==> config.mk <==
export PLATFORM = sky130hd
export DESIGN_NAME = integer_to_ascii_radix_core
export DESIGN_NICKNAME = d
export VERILOG_FILES = /design/src/hw/rtl/itoa_pkg.sv /design/src/hw/rtl/itoa_ctrl.sv /design/src/hw/rtl/itoa_dp.sv /design/src/hw/rtl/integer_to_ascii_radix_core.sv
export VERILOG_INCLUDE_DIRS = /design/src /design/src/hw/rtl
export SDC_FILE = /design/constraint.sdc
export NUM_CORES = 1
export LEC_CHECK = 0
export BUFFER_PORTS_ARGS = -buffer_cell sky130_fd_sc_hd__buf_4
export CORE_AREA = 3 3 175 177
export DETAILED_ROUTE_END_ITERATION = 16
export DIE_AREA = 0 0 178 180
export GPL_ROUTABILITY_DRIVEN = 1
export PLACE_DENSITY = 0.73
export SYNTH_ARGS = -nofsm -noshare
export SYNTH_HDL_FRONTEND = slang
export SYNTH_HIERARCHICAL = 1
export SYNTH_SLANG_ARGS = --single-unit
==> constraint.sdc <==
create_clock -name clk -period 51.5 [get_ports clk]
set_input_delay 7.725 -clock clk [delete_from_list [all_inputs] [get_ports clk]]
set_output_delay 7.725 -clock clk [all_outputs]
set_load 0.01 [all_outputs]
==> src/hw/rtl/integer_to_ascii_radix_core_assert.svh <==
// assertion macros used by the rtl datapath file
// each macro expects clk and rst_n in the scope where it is used
`ifndef INTEGER_TO_ASCII_RADIX_CORE_ASSERT_SVH
`define INTEGER_TO_ASCII_RADIX_CORE_ASSERT_SVH

`ifndef SYNTHESIS

// condition holds at every clock edge outside reset
`define ITOA_ASSERT_ALWAYS(label, cond) \
    label: assert property (@(posedge clk) disable iff (!rst_n) (cond)) \
        else $error("itoa assertion failed: invariant violated");

// consequent holds in the same cycle as the antecedent
`define ITOA_ASSERT_IMPLIES(label, ante, cons) \
    label: assert property (@(posedge clk) disable iff (!rst_n) (ante) |-> (cons)) \
        else $error("itoa assertion failed: implication violated");

`else

`define ITOA_ASSERT_ALWAYS(label, cond)
`define ITOA_ASSERT_IMPLIES(label, ante, cons)

`endif

`endif

==> src/hw/rtl/itoa_pkg.sv <==
package itoa_pkg;

    localparam int VALUE_W    = 32;
    localparam int RADIX_W    = 6;
    localparam int CHAR_W     = 7;
    localparam int MAX_DIGITS = 32;
    localparam int IDX_W      = $clog2(MAX_DIGITS);
    localparam int CNT_W      = $clog2(MAX_DIGITS + 1);
    // quotient bits developed per divider cycle
    localparam int BITS_PER_BEAT = 8;
    localparam int BEATS         = VALUE_W / BITS_PER_BEAT;
    localparam int BEAT_W        = $clog2(BEATS);

    localparam logic [RADIX_W-1:0] RADIX_MIN   = 6'd2;
    localparam logic [RADIX_W-1:0] RADIX_MAX   = 6'd36;
    localparam logic [RADIX_W-1:0] RADIX_RESET = 6'd10;
    localparam logic [RADIX_W-1:0] RADIX_DEC   = 6'd10;
    localparam logic [RADIX_W-1:0] DEC_DIGITS  = 6'd9;

    localparam logic [CHAR_W-1:0] CHAR_ZERO  = 7'h30;
    localparam logic [CHAR_W-1:0] CHAR_A     = 7'h61;
    localparam logic [CHAR_W-1:0] CHAR_MINUS = 7'h2d;

    // register index on the configuration port
    localparam logic REG_RADIX = 1'b0;

    // controller to datapath
    typedef struct packed {
        logic start;
        logic div_step;
        logic div_last;
        logic load_sign;
        logic load_digit;
    } itoa_cmd_t;

    // datapath to controller
    typedef struct packed {
        logic neg;
        logic quo_zero_next;
        logic last_digit;
        logic out_free;
    } itoa_status_t;

    // out-of-range radix values are pulled to the nearest legal base
    function automatic logic [RADIX_W-1:0] clamp_radix(input logic [RADIX_W-1:0] r);
        logic [RADIX_W-1:0] res;
        begin
            res = r;
            if (r < RADIX_MIN)
            begin
                res = RADIX_MIN;
            end
            else if (r > RADIX_MAX)
            begin
                res = RADIX_MAX;
            end
            return res;
        end
    endfunction

    // digit value to ascii, letters above nine
    function automatic logic [CHAR_W-1:0] digit_char(input logic [RADIX_W-1:0] d);
        logic [CHAR_W-1:0] res;
        begin
            if (d > DEC_DIGITS)
            begin
                res = CHAR_A + CHAR_W'(d - RADIX_DEC);
            end
            else
            begin
                res = CHAR_ZERO + CHAR_W'(d);
            end
            return res;
        end
    endfunction

endpackage

==> src/hw/rtl/itoa_ctrl.sv <==
module itoa_ctrl
(
    input  logic                  clk,
    input  logic                  rst_n,
    input  logic                  s_tvalid,
    output logic                  s_tready,
    input  itoa_pkg::itoa_status_t status,
    output itoa_pkg::itoa_cmd_t   cmd
);

    typedef enum logic [1:0] {
        ST_IDLE,
        ST_DIV,
        ST_SIGN,
        ST_EMIT
    } state_t;

    state_t                       state_reg;
    state_t                       state_next;
    logic [itoa_pkg::BEAT_W-1:0]  beat_reg;
    logic [itoa_pkg::BEAT_W-1:0]  beat_next;
    logic                         beat_end;

    assign beat_end = (beat_reg == itoa_pkg::BEAT_W'(itoa_pkg::BEATS - 1));
    assign s_tready = (state_reg == ST_IDLE);

    // commands and next state
    always_comb
    begin
        cmd        = '0;
        state_next = state_reg;
        beat_next  = beat_reg;
        case (state_reg)
            ST_IDLE:
            begin
                if (s_tvalid)
                begin
                    cmd.start  = 1'b1;
                    beat_next  = '0;
                    state_next = ST_DIV;
                end
            end
            ST_DIV:
            begin
                cmd.div_step = 1'b1;
                cmd.div_last = beat_end;
                beat_next    = beat_reg + 1'b1;
                if (beat_end && status.quo_zero_next)
                begin
                    state_next = status.neg ? ST_SIGN : ST_EMIT;
                end
            end
            ST_SIGN:
            begin
                if (status.out_free)
                begin
                    cmd.load_sign = 1'b1;
                    state_next    = ST_EMIT;
                end
            end
            ST_EMIT:
            begin
                if (status.out_free)
                begin
                    cmd.load_digit = 1'b1;
                    if (status.last_digit)
                    begin
                        state_next = ST_IDLE;
                    end
                end
            end
            default:
            begin
                state_next = ST_IDLE;
            end
        endcase
    end

    // state and beat counter
    always_ff @(posedge clk or negedge rst_n)
    begin
        if (!rst_n)
        begin
            state_reg <= ST_IDLE;
            beat_reg  <= '0;
        end
        else
        begin
            state_reg <= state_next;
            beat_reg  <= beat_next;
        end
    end

endmodule

==> src/hw/rtl/itoa_dp.sv <==
`include "integer_to_ascii_radix_core_assert.svh"

module itoa_dp
(
    input  logic                                clk,
    input  logic                                rst_n,
    input  logic [itoa_pkg::RADIX_W-1:0]        radix,
    input  logic [itoa_pkg::VALUE_W-1:0]        value,
    input  itoa_pkg::itoa_cmd_t                 cmd,
    output itoa_pkg::itoa_status_t              status,
    input  logic                                out_ready,
    output logic                                out_valid,
    output logic [itoa_pkg::CHAR_W-1:0]         out_char,
    output logic                                out_last
);

    logic [itoa_pkg::RADIX_W-1:0]  r_reg;
    logic [itoa_pkg::RADIX_W-1:0]  r_next;
    logic                          neg_reg;
    logic                          neg_next;
    logic [itoa_pkg::VALUE_W-1:0]  quo_reg;
    logic [itoa_pkg::VALUE_W-1:0]  quo_next;
    logic [itoa_pkg::RADIX_W-1:0]  rem_reg;
    logic [itoa_pkg::RADIX_W-1:0]  rem_next;
    logic [itoa_pkg::CNT_W-1:0]    cnt_reg;
    logic [itoa_pkg::CNT_W-1:0]    cnt_next;
    logic                          valid_reg;
    logic                          valid_next;
    logic [itoa_pkg::CHAR_W-1:0]   char_reg;
    logic [itoa_pkg::CHAR_W-1:0]   char_next;
    logic                          last_reg;
    logic                          last_next;

    logic [itoa_pkg::CHAR_W-1:0]   stack [itoa_pkg::MAX_DIGITS];

    logic [itoa_pkg::RADIX_W-1:0]  r_clamped;
    logic                          start_neg;
    logic [itoa_pkg::VALUE_W-1:0]  quo_w;
    logic [itoa_pkg::RADIX_W-1:0]  rem_w;
    logic [itoa_pkg::CNT_W-1:0]    cnt_dec;
    logic [itoa_pkg::IDX_W-1:0]    rd_idx;
    logic [itoa_pkg::IDX_W-1:0]    wr_idx;

    assign r_clamped = itoa_pkg::clamp_radix(radix);
    assign start_neg = (r_clamped == itoa_pkg::RADIX_DEC) && value[itoa_pkg::VALUE_W-1];
    assign cnt_dec   = cnt_reg - 1'b1;
    assign rd_idx    = cnt_dec[itoa_pkg::IDX_W-1:0];
    assign wr_idx    = cnt_reg[itoa_pkg::IDX_W-1:0];

    // restoring divider, one quotient byte per beat, msb first
    always_comb
    begin
        logic [itoa_pkg::RADIX_W:0] trial;
        quo_w = quo_reg;
        rem_w = rem_reg;
        for (int j = 0; j < itoa_pkg::BITS_PER_BEAT; j++)
        begin
            trial = {rem_w, quo_w[itoa_pkg::VALUE_W-1]};
            quo_w = {quo_w[itoa_pkg::VALUE_W-2:0], 1'b0};
            if (trial >= {1'b0, r_reg})
            begin
                rem_w    = itoa_pkg::RADIX_W'(trial - {1'b0, r_reg});
                quo_w[0] = 1'b1;
            end
            else
            begin
                rem_w = trial[itoa_pkg::RADIX_W-1:0];
            end
        end
    end

    // operand, digit count and output word updates
    always_comb
    begin
        r_next     = r_reg;
        neg_next   = neg_reg;
        quo_next   = quo_reg;
        rem_next   = rem_reg;
        cnt_next   = cnt_reg;
        valid_next = valid_reg & ~out_ready;
        char_next  = char_reg;
        last_next  = last_reg;
        if (cmd.start)
        begin
            r_next   = r_clamped;
            neg_next = start_neg;
            quo_next = start_neg ? (~value + 1'b1) : value;
            rem_next = '0;
            cnt_next = '0;
        end
        if (cmd.div_step)
        begin
            quo_next = quo_w;
            rem_next = cmd.div_last ? '0 : rem_w;
            if (cmd.div_last)
            begin
                cnt_next = cnt_reg + 1'b1;
            end
        end
        if (cmd.load_sign)
        begin
            valid_next = 1'b1;
            char_next  = itoa_pkg::CHAR_MINUS;
            last_next  = 1'b0;
        end
        if (cmd.load_digit)
        begin
            valid_next = 1'b1;
            char_next  = stack[rd_idx];
            last_next  = (cnt_dec == '0);
            cnt_next   = cnt_dec;
        end
    end

    // control and operand registers
    always_ff @(posedge clk or negedge rst_n)
    begin
        if (!rst_n)
        begin
            r_reg     <= itoa_pkg::RADIX_RESET;
            neg_reg   <= 1'b0;
            quo_reg   <= '0;
            rem_reg   <= '0;
            cnt_reg   <= '0;
            valid_reg <= 1'b0;
        end
        else
        begin
            r_reg     <= r_next;
            neg_reg   <= neg_next;
            quo_reg   <= quo_next;
            rem_reg   <= rem_next;
            cnt_reg   <= cnt_next;
            valid_reg <= valid_next;
        end
    end

    // output word payload
    always_ff @(posedge clk)
    begin
        char_reg <= char_next;
        last_reg <= last_next;
    end

    // digit stack, least significant digit pushed first
    always_ff @(posedge clk)
    begin
        if (cmd.div_step && cmd.div_last)
        begin
            stack[wr_idx] <= itoa_pkg::digit_char(rem_w);
        end
    end

    assign status.neg           = neg_reg;
    assign status.quo_zero_next = (quo_w == '0);
    assign status.last_digit    = (cnt_reg == itoa_pkg::CNT_W'(1));
    assign status.out_free      = ~valid_reg | out_ready;

    assign out_valid = valid_reg;
    assign out_char  = char_reg;
    assign out_last  = last_reg;

    `ITOA_ASSERT_ALWAYS(a_cnt_bound, cnt_reg <= itoa_pkg::CNT_W'(itoa_pkg::MAX_DIGITS))
    `ITOA_ASSERT_ALWAYS(a_rem_below_radix, rem_reg < r_reg)
    `ITOA_ASSERT_IMPLIES(a_pop_nonempty, cmd.load_digit, cnt_reg != '0)
    `ITOA_ASSERT_IMPLIES(a_no_overwrite, valid_reg && !out_ready, !(cmd.load_sign || cmd.load_digit))

endmodule

==> src/hw/rtl/integer_to_ascii_radix_core.sv <==
// integer to text converter: each 32-bit word on the input stream becomes its
// ascii text in the base held in the radix register (address 0, reset 10,
// values below 2 act as 2 and above 36 as 36), one character per output word,
// most significant first, tlast on the final character; digits above nine are
// lower-case letters, radix 10 prints negative values with a leading minus and
// every other base reads the word as unsigned. the digits come from one shared
// restoring divider that develops eight quotient bits a cycle; the word is
// loaded, its digits are developed one after another, least significant
// first, then the characters leave one per cycle, the minus sign first,
// while the output is not stalled. one item is converted at a time; the next
// word is taken as soon as the last character sits in the output register.
module integer_to_ascii_radix_core
(
    input  logic        clk,
    input  logic        rst_n,
    // configuration port
    input  logic        psel,
    input  logic        penable,
    input  logic        pwrite,
    input  logic [2:0]  paddr,
    input  logic [31:0] pwdata,
    output logic [31:0] prdata,
    output logic        pready,
    // input stream
    input  logic        s_tvalid,
    output logic        s_tready,
    input  logic [31:0] s_tdata,   // [31:0] value
    // output stream
    output logic        m_tvalid,
    input  logic        m_tready,
    output logic [7:0]  m_tdata,   // [6:0] character, [7] zero
    output logic        m_tlast
);

    logic [itoa_pkg::RADIX_W-1:0] radix_reg;
    logic [itoa_pkg::RADIX_W-1:0] radix_next;
    logic                         reg_sel;
    logic                         wr_en;
    itoa_pkg::itoa_cmd_t          cmd;
    itoa_pkg::itoa_status_t       status;
    logic [itoa_pkg::CHAR_W-1:0]  out_char;

    // register write decode
    assign pready  = 1'b1;
    assign reg_sel = (paddr[2] == itoa_pkg::REG_RADIX);
    assign wr_en   = psel & penable & pwrite & pready;

    always_comb
    begin
        radix_next = radix_reg;
        if (wr_en && reg_sel)
        begin
            radix_next = pwdata[itoa_pkg::RADIX_W-1:0];
        end
    end

    always_ff @(posedge clk or negedge rst_n)
    begin
        if (!rst_n)
        begin
            radix_reg <= itoa_pkg::RADIX_RESET;
        end
        else
        begin
            radix_reg <= radix_next;
        end
    end

    // register read
    assign prdata = reg_sel ? {{(32 - itoa_pkg::RADIX_W){1'b0}}, radix_reg} : 32'd0;

    itoa_ctrl u_ctrl
    (
        .clk      (clk),
        .rst_n    (rst_n),
        .s_tvalid (s_tvalid),
        .s_tready (s_tready),
        .status   (status),
        .cmd      (cmd)
    );

    itoa_dp u_dp
    (
        .clk       (clk),
        .rst_n     (rst_n),
        .radix     (radix_reg),
        .value     (s_tdata),
        .cmd       (cmd),
        .status    (status),
        .out_ready (m_tready),
        .out_valid (m_tvalid),
        .out_char  (out_char),
        .out_last  (m_tlast)
    );

    assign m_tdata = {1'b0, out_char};

endmodule
==> flow_summary.yaml <==
critical_path:
  path_common_cell: "ha_1"
  crit_path_end_kind: "flip-flop"
  critical-path-top-delay-family: "compound AO/OA/AOI/OAI gates"
  critPathMaxStageDelay_ns: 1.07
  crit_fanout: 32
  path_class: "flip-flop to flip-flop"
  required_ns: 51.67
  worst_setup_path_start_kind: "flip-flop"
  crit_path_top_delay_cell: "o41a_1"
  worst-path-buf-inv: 8
  arrival_ns: 21.81
timing:
  slew_headroom_pct: 18.65
  clock_skew_ns: 0.01002
  setup_viol: 0
  max_freq_mhz: 46.21
  grt_setup_unrepaired: "false"
  min_period_over_period_pct: 42.02
  hold_violations: 0
  period_needed_ns: 21.64
  worst_pin_slew_ns: 1.220
  finalMaxSlewViolations: 0
  fin_tns_setup_ns: 0
drt:
  firstDrtPassIters: 5
  drtIter0Drc: 934
  routedWlPerCell_um: 20.59
  ant_nets: 0
  wl_met1_um: 14910
  vias_per_cell: 6.006
  top_layer: "met5"
  route.detailed.drc: 0
  wl_um: 35110
  routed-wl-met3_um: 2059
  wl_met2_um: 16940
  vias: 10240
logic_synthesis:
  yosys_warnings: 6
  syn_area_um2: 15970
  yosysTopAreaCellShare_pct: 43.62
  synthFlopType: "edfxtp_1"
  ys_ff_latch: 294
  synth_cell_types: 95
  yosysSeqAreaShare_pct: 53.36
  synthTopCellsByArea: "edfxtp_1 (44%), mux4_2 (9.9%), dfrtp_1 (9.1%), ha_1 (4.8%), o21ai_0 (3.2%)"
  synth_cells: 1248
  synth_area_leader_cell: "edfxtp_1"
  synth_edf_count: 232
  syn_avg_cell_area_um2: 12.80
  async_flop_share_pct: 21.09
floorplan:
  die_area_um2: 32040
  io_pins: 118
  core-area_um2: 29400
  rows: 63
  die_w_um: 178
  start_util_pct: 54.33
  dieHeight_um: 180
global_route:
  grt_use_total_pct: 21.97
  grt-ovfl-total: 0
  first_global_vias: 10040
  antenna_found_initial: 1
  grt_pass1_wl_um: 55520
  grt_start_max_net_pins: 87
finish:
  final_cell_mix: "edfxtp_1 (232), nand2_1 (105), o21ai_0 (103), nor2_1 (70), mux4_2 (70)"
  drive_above_1_share_pct: 18.78
  fin_nets: 1437
  diodes: 0
  final_common_cell: "edfxtp_1"
  post-route-util_pct: 59.87
  largest_register_ffs: 224
  num-fill-cells: 2281
  syn_to_final_growth_pct: 10.20
place:
  io_buffers: 61
  routabilityCongestion: 0.8585
  dp_hpwl_um: 23710
status:
  outcome: "finished clean"
clocking:
  worstSkewPairLatency_ns: 0.55
  root_buffer: "clkbuf_16"
  clock_path_buffers: 3
  clock_sinks: 294
  cts.htree.levels: 1
  ctsHoldBuffers: 0
  numCtsBuffers: 27
  post_cts_resized: 0
  cts_tree: "built"
  post-cts-setup-buffer-count: 0
  clk_pin_slew_ns: 0.06
flow_run:
  maxCapViolCount: 0
hold_path:
  hp-class: "flip-flop to flip-flop"
[cells by family after synthesis]
group / synth area share [%]
AND/OR/NAND/NOR: 9.854
flip-flops: 53.36
AO/OA/AOI/OAI: 10.62
buffers and inverters: 4.152
multiplexers: 13.00
adder cells (fa/ha/maj): 5.844
XOR/XNOR: 3.125
other: 0.04702
[routing by layer]
metal,track usage [%],vias up
li1,-,4752
met1,30.64,5073
met2,35.58,341
met3,3.591,72
met4,6.849,2
met5,0,-
[final timing paths]
| path | cells after the start | startpoint | to | slack, ns |
|---|---|---|---|---|
| max | 82 | u_dp/r_reg[1] | u_dp/stack[27][6] | 29.86 |
| max in group asynchronous | 1 | rst_n | u_dp/cnt_reg[0] | 43.62 |
| max reg2reg | 82 | u_dp/r_reg[1] | u_dp/stack[27][6] | 29.86 |
| min reg2reg | 1 | u_ctrl/beat_reg[1] | u_ctrl/beat_reg[1] | 0.50 |
| min | 1 | u_ctrl/beat_reg[1] | u_ctrl/beat_reg[1] | 0.50 |
| min in group asynchronous | 1 | rst_n | u_dp/quo_reg[18] | 7.27 |
[worst reg2reg max path, delay by kind of cell, from the launching register on]
family                   cells  cell delay (ns)
AO/OA/AOI/OAI               42            11.68
AND/OR/NAND/NOR             20             4.12
adder cells (fa/ha/maj)      9             2.58
multiplexers                 3             1.11
buffers and inverters        8             0.97
flip-flops                   1             0.81
[layout make-up]
| cell class | instances | area (um2) | share of cell area (%) |
|---|---|---|---|
| clock buffers | 32 | 714.4 | 4.059 |
| clock inverters | 18 | 173.9 | 0.9881 |
| inverters | 65 | 244.0 | 1.386 |
| multi-input cells | 838 | 6944 | 39.45 |
| flip-flops and latches | 294 | 8527 | 48.44 |
| well taps | 390 | 488.0 | 2.772 |
| repair buffers | 68 | 510.5 | 2.900 |
[cells in the mapped netlist (4+ instances only)]
cell	n
xnor2_1	30
o21ai_0	103
and2_1	6
o31ai_1	8
a21o_1	14
dfrtp_1	58
mux2i_1	23
nor3_1	17
nand3_1	18
mux4_2	70
nand2b_1	18
o31a_1	4
and2b_2	6
nand2_1	105
and3_1	7
nor2b_1	10
edfxtp_1	232
nand4_1	11
fa_1	8
o21a_1	9
xor2_1	27
dfstp_2	4
nor4_1	9
o211ai_1	4
o22ai_1	5
o21ai_1	4
o32ai_1	6
ha_1	61
or3_1	9
a211oi_1	6
o22a_1	4
nor2_1	70
buf_4	30
or4_1	4
mux2_2	19
clkbuf_1	32
buf_1	11
a21oi_1	37
inv_1	64
[metrics by stage]
stage / std cells / worst slack (ns) / instance area [um2] / hold WS, ns
after floorplan: 1274 / 32.99 / 16070 / 0.4632
after global placement: 1655 / 30.69 / 16690 / 0.4779
after detailed placement: 1655 / 30.15 / 16690 / 0.4938
after CTS: 1705 / 30.07 / 17580 / 0.5081
after global routing: 1705 / 28.46 / 17600 / 0.5367
final: 1705 / 29.86 / 17600 / 0.5012
Power is not shown: default switching activity piles up to over one toggle a cycle in this logic, so the estimate is an artifact.
